[config.mk]
export PLATFORM = sky130hd
export DESIGN_NAME = crc32_stream_engine_core
export DESIGN_NICKNAME = d
export VERILOG_FILES = /design/src/rtl/core/crcse_pkg.sv /design/src/rtl/core/crc32_stream_engine_core.sv /design/src/rtl/core/crcse_front.sv /design/src/rtl/core/crcse_queue.sv /design/src/rtl/core/crcse_back.sv
export SDC_FILE = /design/constraint.sdc
export NUM_CORES = 1
export LEC_CHECK = 0
export ABC_CLOCK_PERIOD_IN_PS = 19600
export BUFFER_PORTS_ARGS = -buffer_cell sky130_fd_sc_hd__buf_4
export CAP_MARGIN = 20
export CORE_AREA = 2 2 220 222
export CTS_CLUSTER_DIAMETER = 50
export DETAILED_ROUTE_END_ITERATION = 12
export DIE_AREA = 0 0 222 224
export SKIP_LAST_GASP = 1
export SLEW_MARGIN = 15
export SYNTH_ARGS = -nofsm -noshare
export SYNTH_HDL_FRONTEND = slang
export SYNTH_SLANG_ARGS = --single-unit
[constraint.sdc]
create_clock -name clk -period 19.6 [get_ports clk]
set_input_delay 1.96 -clock clk [delete_from_list [all_inputs] [get_ports clk]]
set_output_delay 1.96 -clock clk [all_outputs]
set_load 0.01 [all_outputs]
[src/rtl/core/crcse_pkg.sv]
// Shared types, constants and the byte fold function of the CRC-32 stream engine.
`default_nettype none

package crcse_pkg;

    localparam logic [31:0] CRC_POLY_REFLECTED = 32'hEDB88320;
    localparam logic [2:0]  MAX_ITEM_BYTES     = 3'd4;
    localparam int          BYTES_PER_ITEM     = 4;

    typedef struct packed {
        logic        first;
        logic [31:0] seed;
        logic [31:0] data;
        logic [2:0]  nbytes;
        logic        last;
    } crcse_item_t;

    function automatic logic [31:0] fold_byte(input logic [31:0] crc_in,
                                              input logic [7:0]  byte_in);
        logic [31:0] crc;
        crc = crc_in ^ {24'd0, byte_in};
        for (int k = 0; k < 8; k++)
        begin
            if (crc[0])
            begin
                crc = (crc >> 1) ^ CRC_POLY_REFLECTED;
            end
            else
            begin
                crc = crc >> 1;
            end
        end
        return crc;
    endfunction

endpackage

`default_nettype wire

[src/rtl/core/crc32_stream_engine_core.sv]
// Top level of the reflected CRC-32 stream engine.
// Computes IEEE 802.3 CRC-32 (reflected, final inversion) over a stream of requests of one to
// four bytes each, byte 0 in bits 7:0 folded first. A request with first_item loads the running
// register with ~seed, so seed 0 starts a fresh CRC; a request with last_item yields one result,
// the inverted running register, on crc_value. Byte counts above four act as four. One request
// is accepted every cycle while the FIFO has room. The back end folds the counted bytes of a
// request into the running CRC, and a QUEUE_DEPTH-entry FIFO between front and back absorbs
// output stalls. A request is written into the FIFO at its accepting edge; once it is popped and
// folded, a last request registers its result on crc_value and raises out_valid.
`default_nettype none

module crc32_stream_engine_core
    import crcse_pkg::*;
#(
    parameter int QUEUE_DEPTH = 4
)
(
    input  wire logic        clk,
    input  wire logic        rst_n,
    input  wire logic        in_valid,
    output logic             in_ready,
    input  wire logic        first_item,
    input  wire logic [31:0] seed,
    input  wire logic [31:0] data_bytes,
    input  wire logic [2:0]  byte_count,
    input  wire logic        last_item,
    output logic             out_valid,
    input  wire logic        out_ready,
    output logic [31:0]      crc_value
);

    crcse_item_t push_item;
    crcse_item_t pop_item;
    logic        push_valid, push_ready;
    logic        pop_valid, pop_ready;

    crcse_front u_front (
        .in_valid   (in_valid),
        .in_ready   (in_ready),
        .first_item (first_item),
        .seed       (seed),
        .data_bytes (data_bytes),
        .byte_count (byte_count),
        .last_item  (last_item),
        .push_valid (push_valid),
        .push_ready (push_ready),
        .push_item  (push_item)
    );

    crcse_queue #(
        .DEPTH (QUEUE_DEPTH)
    ) u_queue (
        .clk        (clk),
        .rst_n      (rst_n),
        .push_valid (push_valid),
        .push_ready (push_ready),
        .push_item  (push_item),
        .pop_valid  (pop_valid),
        .pop_ready  (pop_ready),
        .pop_item   (pop_item)
    );

    crcse_back u_back (
        .clk       (clk),
        .rst_n     (rst_n),
        .pop_valid (pop_valid),
        .pop_ready (pop_ready),
        .pop_item  (pop_item),
        .out_valid (out_valid),
        .out_ready (out_ready),
        .crc_value (crc_value)
    );

endmodule

`default_nettype wire

[src/rtl/core/crcse_front.sv]
// Front end: accepts requests, saturates the byte count and drops items that do nothing.
`default_nettype none

module crcse_front
    import crcse_pkg::*;
(
    input  wire logic        in_valid,
    output logic             in_ready,
    input  wire logic        first_item,
    input  wire logic [31:0] seed,
    input  wire logic [31:0] data_bytes,
    input  wire logic [2:0]  byte_count,
    input  wire logic        last_item,
    output logic             push_valid,
    input  wire logic        push_ready,
    output crcse_item_t      push_item
);

    logic [2:0] nbytes;
    logic       no_op;

    always_comb
    begin
        nbytes = (byte_count > MAX_ITEM_BYTES) ? MAX_ITEM_BYTES : byte_count;
        no_op  = !first_item && !last_item && (nbytes == 3'd0);

        push_item.first  = first_item;
        push_item.seed   = seed;
        push_item.data   = data_bytes;
        push_item.nbytes = nbytes;
        push_item.last   = last_item;
    end

    assign in_ready   = push_ready;
    assign push_valid = in_valid && !no_op;

endmodule

`default_nettype wire

[src/rtl/core/crcse_queue.sv]
// Small FIFO that decouples the front end from the CRC back end.
`default_nettype none

module crcse_queue
    import crcse_pkg::*;
#(
    parameter int DEPTH = 4
)
(
    input  wire logic         clk,
    input  wire logic         rst_n,
    input  wire logic         push_valid,
    output logic              push_ready,
    input  wire crcse_item_t  push_item,
    output logic              pop_valid,
    input  wire logic         pop_ready,
    output crcse_item_t       pop_item
);

    localparam int PTR_W = (DEPTH > 1) ? $clog2(DEPTH) : 1;
    localparam int CNT_W = $clog2(DEPTH + 1);
    localparam logic [PTR_W-1:0] LAST_PTR = PTR_W'(DEPTH - 1);
    localparam logic [CNT_W-1:0] FULL_CNT = CNT_W'(DEPTH);

    crcse_item_t      mem [DEPTH];
    logic [PTR_W-1:0] wr_ptr_reg, wr_ptr_next;
    logic [PTR_W-1:0] rd_ptr_reg, rd_ptr_next;
    logic [CNT_W-1:0] count_reg, count_next;
    logic             do_wr, do_rd;

    always_comb
    begin
        push_ready  = (count_reg != FULL_CNT);
        pop_valid   = (count_reg != '0);
        pop_item    = mem[rd_ptr_reg];
        do_wr       = push_valid && push_ready;
        do_rd       = pop_valid && pop_ready;
        wr_ptr_next = wr_ptr_reg;
        rd_ptr_next = rd_ptr_reg;
        count_next  = count_reg;
        if (do_wr)
        begin
            wr_ptr_next = (wr_ptr_reg == LAST_PTR) ? '0 : wr_ptr_reg + 1'b1;
        end
        if (do_rd)
        begin
            rd_ptr_next = (rd_ptr_reg == LAST_PTR) ? '0 : rd_ptr_reg + 1'b1;
        end
        if (do_wr && !do_rd)
        begin
            count_next = count_reg + 1'b1;
        end
        else if (do_rd && !do_wr)
        begin
            count_next = count_reg - 1'b1;
        end
    end

    always_ff @(posedge clk)
    begin
        if (do_wr)
        begin
            mem[wr_ptr_reg] <= push_item;
        end
    end

    always_ff @(posedge clk or negedge rst_n)
    begin
        if (!rst_n)
        begin
            wr_ptr_reg <= '0;
            rd_ptr_reg <= '0;
            count_reg  <= '0;
        end
        else
        begin
            wr_ptr_reg <= wr_ptr_next;
            rd_ptr_reg <= rd_ptr_next;
            count_reg  <= count_next;
        end
    end

endmodule

`default_nettype wire

[src/rtl/core/crcse_back.sv]
// Back end: folds queued bytes into the running CRC and registers finished results.
`default_nettype none

module crcse_back
    import crcse_pkg::*;
(
    input  wire logic         clk,
    input  wire logic         rst_n,
    input  wire logic         pop_valid,
    output logic              pop_ready,
    input  wire crcse_item_t  pop_item,
    output logic              out_valid,
    input  wire logic         out_ready,
    output logic [31:0]       crc_value
);

    logic [31:0] crc_reg, crc_next;
    logic        out_valid_reg, out_valid_next;
    logic [31:0] result_reg, result_next;
    logic [31:0] crc_work;
    logic        take;

    always_comb
    begin
        pop_ready = !pop_item.last || !out_valid_reg || out_ready;
        take      = pop_valid && pop_ready;

        crc_work = pop_item.first ? ~pop_item.seed : crc_reg;
        for (int i = 0; i < BYTES_PER_ITEM; i++)
        begin
            if (3'(i) < pop_item.nbytes)
            begin
                crc_work = fold_byte(crc_work, pop_item.data[8*i +: 8]);
            end
        end

        crc_next       = take ? crc_work : crc_reg;
        out_valid_next = out_valid_reg && !out_ready;
        result_next    = result_reg;
        if (take && pop_item.last)
        begin
            out_valid_next = 1'b1;
            result_next    = ~crc_work;
        end
    end

    always_ff @(posedge clk)
    begin
        result_reg <= result_next;
    end

    always_ff @(posedge clk or negedge rst_n)
    begin
        if (!rst_n)
        begin
            crc_reg       <= '1;
            out_valid_reg <= 1'b0;
        end
        else
        begin
            crc_reg       <= crc_next;
            out_valid_reg <= out_valid_next;
        end
    end

    assign out_valid = out_valid_reg;
    assign crc_value = result_reg;

endmodule

`default_nettype wire
==> summary.md, run 1 <==
| Metric | Value |
|---|---|
| FILL cells | 4250 |
| Setup-failing EPs final | 0 |
| Initial DRC Count | 947 |
| Post-CTS setup buffers | 0 |
| Crit path top cell by count | xnor3_1 |
| Synthesized flop and latch total | 348 |
| Post-CTS sizing | 0 |
| Die width | 222 um |
| Cells after Synth | 1349 |
| Worst skew pair latency | 0.56 ns |
| YS warnings | 0 |
| GRT overflow | 0 |
| Largest register FFs | 276 |
| Syn Nets | 1429 |
| Die Ht | 224 um |
| Main flop type after synthesis | edfxtp_1 |
| Clk slew on worst S/H paths | 0.06 ns |
| Critical Path Max Stage Delay | 0.68 ns |
| Total wire length | 49600 um |
| Xor/xnor cell area share of the yosys netlist | 16.6% |
| Critical path class | reg -> reg |
| All-Layer GR Usage | 20.1% |
| Synth Area in Compound Gates | 7.43% |
| Vias in the first global route | 11.2k |
| Synthesized cell area | 18700 um2 |
| I/O Buffers | 106 |
| Multi-input gate area | 8090 um2 |
| CTS root buf | clkbuf_16 |
| Initial Utilization | 39.5% |
| Vias per inst | 5.29 |
| Final hold violation count | 0 |
| Combinational family with the most area after synthesis | XOR/XNOR gates |
| Post-route ant nets | 0 |
| Slowest stage cell, crit path | dfrtp_4 |
| Layout Nets | 1534 |
| Ratio of cells with drive above 1 in the final layout | 24.8% |
| Number of synthesized flops with an enable pin | 308 |
| Critical Path RT | 19.90 ns |
| Crit-path cells | buf_4, buf_4, mux4_2, xnor2_2, mux2_2, a2111o_1, xnor2_1, xnor2_1, mux2_2, nor3_2, xnor3_1, xnor3_1, a21o_1, xor2_2, xnor2_2, xnor3_1, a21oi_1 |
| DR WL/cell | 23.6 um |
| Routability cong. | 0.950 |
| CTS Hold Bufs | 0 |
| Status | finished clean |
| RSZ-0062 raised after global routing | false |
| Fin. max-slew vios | 0 |
| Post-Synth Adder-Cell Area | 0.508% |
| Worst clock skew | 0.0189 ns |
| Antenna Cells | 0 |
| Commonest non-fill, non-tap cells in the layout | 308 x edfxtp_1, 174 x xnor2_1, 125 x buf_4, 112 x nor2_1, 92 x nand2_1 |
| Die area | 49700 um2 |
| CTS Buffer Depth | 3 |
| Initial antenna violation count | 1 |
| Synth async-reset ratio | 11.5% |
| Hold Path Class | reg -> reg |
| Worst setup SP type | register |
| Worst path arrival time | 8.91 ns |
| Site Rows | 80 |
| Area growth from synthesis to final layout | 15.0% |
| Period utilization | 43.9% |
| Num Clock Sinks | 348 |
| Largest net degree at the start of global routing | 59 |
| Number of max-cap violations | 0 |
| Dpl hpwl | 36200 um |
| TritonCTS clock tree | done |
| Core area | 47300 um2 |
| Num ports | 107 |
| Crit path time final | 8.61 ns |
| Syn Area/Cell | 13.9 um2 |
| Cell family with most CP delay | XOR/XNOR gates |
| Synth Area in Simple Gates | 6.72% |
| Register area | 10300 um2 |
| Num CTS Buffers | 42 |
| Max-slew headroom | 34.4% |
| Multiplexer share of the synthesized area | 11.8% |
| DR pass1 iterations | 5 |
| Htree depth | 2 |
| Netlist cell types | 73 |
| Sequential-to-total area share from yosys stat | 55.0% |
| First-pass GRT wire length | 74000 um |
| Slew @ Worst Pin | 0.984 ns |
| Vias | 11.1k |
| Setup TNS | 0 ns |
| Crit path buffers/inverters | 2 |
| Most common cell after layout, fill and taps aside | edfxtp_1 |
| Max Clk Rate | 116 MHz |
| Drt drc | 0 |
| Crit path max fanout | 29 |
| CP endpoint kind | register |
synthesized netlist by cell type, types with 4 or more instances:
cell type  number  area share [%]
a211o_1         5            0.23
a211oi_1       20            0.80
a21o_1          8            0.32
a21oi_1        77             2.1
and2_1         16            0.53
buf_1           5            0.10
buf_2          14            0.37
buf_4           4            0.16
clkbuf_1       39            0.78
dfrtp_1         8             1.1
dfstp_2        32             4.5
edfxtp_1      308              49
ha_1            6            0.40
inv_1          18            0.36
mux2_2         13            0.78
mux2i_1        36             1.9
mux2i_4         7            0.84
mux4_2         68             8.2
nand2_1        92             1.8
nand2b_1        6            0.20
nand3_1         7            0.19
nand4_1         4            0.13
nor2_1        112             2.2
nor2b_1         8            0.27
nor3_1         12            0.32
o211ai_1       12            0.48
o21a_1          4            0.16
o21ai_0        50             1.3
o21ai_1        17            0.45
or2_2           5            0.17
or3_1           5            0.17
xnor2_1       174             8.1
xnor2_2        13             1.1
xnor3_1        22             2.6
xor2_1         56             2.6
xor2_2          8            0.70
xor2_4          5            0.74
worst paths after layout:
kind,from,slack [ns],cells after the start,end
min,u_back.crc_reg[2]$_DFFE_PN1P_,0.46,2,u_back.crc_reg[2]$_DFFE_PN1P_
min reg2reg,u_back.crc_reg[2]$_DFFE_PN1P_,0.46,2,u_back.crc_reg[2]$_DFFE_PN1P_
max,u_queue.rd_ptr_reg[0]$_DFFE_PN0P_,10.99,17,u_back.crc_value[16]$_DFFE_PP_
max in group asynchronous,rst_n,17.68,1,u_queue.rd_ptr_reg[0]$_DFFE_PN0P_
max reg2reg,u_queue.rd_ptr_reg[0]$_DFFE_PN0P_,10.99,17,u_back.crc_value[16]$_DFFE_PP_
min in group asynchronous,rst_n,1.45,1,u_back.out_valid$_DFF_PN0_
per-stage QoR:
stage / hold WS, ns / instance area (um2) / util [%] / std cells / setup slack [ns]
final: 0.464 / 21500 / 45.5 / 2101 / 10.99
after global routing: 0.478 / 21500 / 45.5 / 2101 / 10.49
after CTS: 0.469 / 21500 / 45.5 / 2101 / 10.96
after detailed placement: 0.461 / 20200 / 42.6 / 2025 / 10.96
after global placement: 0.457 / 20200 / 42.6 / 2025 / 11.04
after floorplan: 0.443 / 18700 / - / 1349 / 13.30
tightest hold or removal path, stage by stage (launching register included):
cell and delay [ns]:
dfstp_2 0.37, nand2_1 0.04, o21ai_1 0.05
cells by family after synthesis:
logic type      count (synthesis)
compound gates                220
mux                           125
simple gates                  283
flops                         348
buf+inv                        83
xor+xnor                      283
fa+ha+maj                       7
area by class of cell:
type	instances	share of cell area, %
clock inverters	23	0.878
multi-input cells	918	37.6
inverters	19	0.331
flip-flops and latches	348	47.9
repair buffers	125	4.36
clock buffers	53	5.41
well taps	615	3.58
routing by layer:
layer | track usage (%) | routed length (um) | vias up
met5 | 0 | 0 | -
li1 | - | - | 5180
met1 | 28.2 | 22600 | 5590
met4 | 4.80 | 963 | 0
met3 | 2.96 | 2160 | 51
met2 | 33.3 | 23900 | 293
Power of run 1 is not shown: default switching activity piles up to over one toggle a cycle in this logic, so the estimate is an artifact.
==> inputs of run 2 (changes only) <==
Settings changed: ABC_CLOCK_PERIOD_IN_PS 19600 to 8600.
Clock period 19.6 ns to 8.6 ns, I/O delays scaled along.
==> run 2 against run 1 <==
Register-to-register slack got worse by 10 ns. Largest cell class unchanged. Hold slack got worse by 0.14 ns. Design area rose by 0.23%. Clock skew rose by 0.0078 ns. Global-route usage fell by 0.28 points. Cell count rose by 0.57%. Maximum frequency rose by 13%. Flip-flop and latch count did not move. Non-clock buffer count rose by 14.
==> summary.md, run 2 (synthesized netlist as in run 1, its figures left out) <==
| Metric | Value |
|---|---|
| Status | finished clean |
| Die area | 49700 um2 (unchanged) |
| Num Clock Sinks | 348 (unchanged) |
| Core area | 47300 um2 (unchanged) |
| Setup TNS | 0 ns (unchanged) |
| Vias | 11.2k (+0.33%) |
| CTS Buffer Depth | 3 (unchanged) |
| Commonest non-fill, non-tap cells in the layout | 308 x edfxtp_1, 174 x xnor2_1, 138 x buf_4, 111 x nor2_1, 92 x nand2_1 |
| DR pass1 iterations | 7 (+2) |
| Post-route ant nets | 0 (unchanged) |
| Fin. max-slew vios | 0 (unchanged) |
| Post-CTS setup buffers | 0 (unchanged) |
| All-Layer GR Usage | 19.9% (-0.28 points) |
| CTS root buf | clkbuf_16 |
| Most common cell after layout, fill and taps aside | edfxtp_1 |
| Htree depth | 2 (unchanged) |
| Hold Path Class | in -> async |
| Clk slew on worst S/H paths | 0.06 ns (about the same) |
| Initial antenna violation count | 0 (-1) |
| Max-slew headroom | 35.2% (+0.81 points) |
| First-pass GRT wire length | 72700 um (-1.8%) |
| Crit path time final | 7.65 ns (-0.963 ns) |
| Site Rows | 80 (unchanged) |
| Period utilization | 88.9% (+45 points) |
| Ratio of cells with drive above 1 in the final layout | 25.6% (+0.74 points) |
| Worst clock skew | 0.0267 ns (+0.00782 ns) |
| Dpl hpwl | 36100 um (-0.25%) |
| Worst R2R Setup Slack | 0.95 ns (-10.04 ns) |
| Largest register FFs | 276 (unchanged) |
| Total wire length | 48900 um (-1.4%) |
| GRT overflow | 0 (unchanged) |
| Final hold violation count | 0 (unchanged) |
| Vias in the first global route | 11.4k (+1.5%) |
| Routability cong. | 0.940 (-1.0%) |
| TritonCTS clock tree | done |
| Vias per inst | 5.28 (-0.24%) |
| Crit-path cells | buf_12, buf_4, mux4_2, xor2_4, xor2_4, mux2_2, a2111oi_4, buf_4, xnor3_1, xnor3_1, a21o_1, a311o_1, a211o_1, a31oi_4, xnor2_4, xor2_4, xor2_2, xor2_1, a22oi_1, o21ai_1 |
| Slowest stage cell, crit path | mux4_2 |
| Num CTS Buffers | 40 (-4.8%) |
| Drt drc | 0 (unchanged) |
| Largest net degree at the start of global routing | 58 (-1.7%) |
| Initial DRC Count | 936 (-1.2%) |
| FILL cells | 4240 (-0.24%) |
| Critical path class | reg -> reg |
| CTS Hold Bufs | 0 (unchanged) |
| Worst skew pair latency | 0.57 ns (about the same) |
| Crit path max fanout | 52 (+79%) |
| Critical Path RT | 9.05 ns (-10.85 ns) |
| Slew @ Worst Pin | 0.966 ns (-0.0180 ns) |
| RSZ-0062 raised after global routing | false |
| Max Clk Rate | 131 MHz (+13%) |
| Num ports | 107 (unchanged) |
| Area growth from synthesis to final layout | 15.2% |
| Post-CTS sizing | 0 (unchanged) |
| Worst path arrival time | 8.10 ns (-0.81 ns) |
| Initial Utilization | 39.5% (unchanged) |
| Antenna Cells | 0 (unchanged) |
| CP endpoint kind | register |
| Setup-failing EPs final | 0 (unchanged) |
| Critical Path Max Stage Delay | 0.67 ns (about the same) |
| Die Ht | 224 um (unchanged) |
| Number of max-cap violations | 0 (unchanged) |
| Layout Nets | 1546 (+0.78%) |
| Crit path top cell by count | xor2_4 |
| DR WL/cell | 23.1 um (-2.0%) |
| Worst setup SP type | register |
| I/O Buffers | 106 (unchanged) |
| Die width | 222 um (unchanged) |
-- run 2: cell types whose count changed in the layout (fill, tap and decap cells not counted), sizes merged --
cell / before / now
clkbuf: 53 / 47
inv: 25 / 27
clkinvlp: 2 / 1
clkinv: 15 / 17
bufinv: 0 / 1
buf: 125 / 139
-- run 2: path summary, 6_finish.rpt --
kind / start / endpoint / depth (start not counted)
setup / recovery: u_queue.rd_ptr_reg[0]$_DFFE_PN0P_ / u_back.crc_reg[5]$_DFFE_PN1P_ / 20
hold / removal: rst_n / u_queue.rd_ptr_reg[0]$_DFFE_PN0P_ / 1
setup reg to reg: u_queue.rd_ptr_reg[0]$_DFFE_PN0P_ / u_back.crc_reg[5]$_DFFE_PN1P_ / 20
hold reg to reg: u_back.crc_reg[18]$_DFFE_PN1P_ / u_back.crc_reg[18]$_DFFE_PN1P_ / 2
max in group asynchronous: rst_n / u_queue.rd_ptr_reg[1]$_DFFE_PN0P_ / 1
min in group clk: u_back.crc_reg[18]$_DFFE_PN1P_ / u_back.crc_reg[18]$_DFFE_PN1P_ / 2
-- run 2: worst max-delay path: cells and delay by family (launching register included) --
| family | cells | cell delay [ns] |
|---|---|---|
| buffers and inverters | 3 | 1.12 |
| flip-flops | 1 | 0.43 |
| multiplexers | 2 | 1.08 |
| XOR/XNOR | 8 | 2.79 |
| AO/OA/AOI/OAI | 7 | 2.02 |
-- run 2: area by class of cell --
| cell class | instances | area [um2] | share of cell area [%] |
|---|---|---|---|
| flip-flops and latches | 348 | 10300 | 47.7 |
| multi-input cells | 918 | 8090 | 37.5 |
| repair buffers | 139 | 1060 | 4.90 |
| clock buffers | 47 | 1050 | 4.86 |
| well taps | 615 | 769 | 3.57 |
| clock inverters | 27 | 235 | 1.09 |
| inverters | 19 | 71.3 | 0.331 |
-- run 2: per-layer routing --
metal | share of wire (%) | vias to the layer above | GRT usage, %
met5 | 0 | - | 0
met4 | 3.6 | 0 | 8.46
met3 | 4.4 | 64 | 2.48
met2 | 47 | 289 | 31.5
met1 | 45 | 5590 | 27.8
li1 | - | 5208 | -
-- run 2: per-stage QoR --
step / worst slack (ns) / util (%) / hold WS (ns) / instances / instance area (um2)
after floorplan: 2.30 / - / 0.443 / 1349 / 18700
after global placement: 0.868 / 42.8 / 0.456 / 2039 / 20300
after detailed placement: 0.862 / 42.8 / 0.461 / 2039 / 20300
after CTS: 0.852 / 45.5 / 0.316 / 2113 / 21600
after global routing: 0.632 / 45.6 / 0.350 / 2113 / 21600
final: 0.955 / 45.6 / 0.328 / 2113 / 21600
Power of run 2 is left out for the same reason.
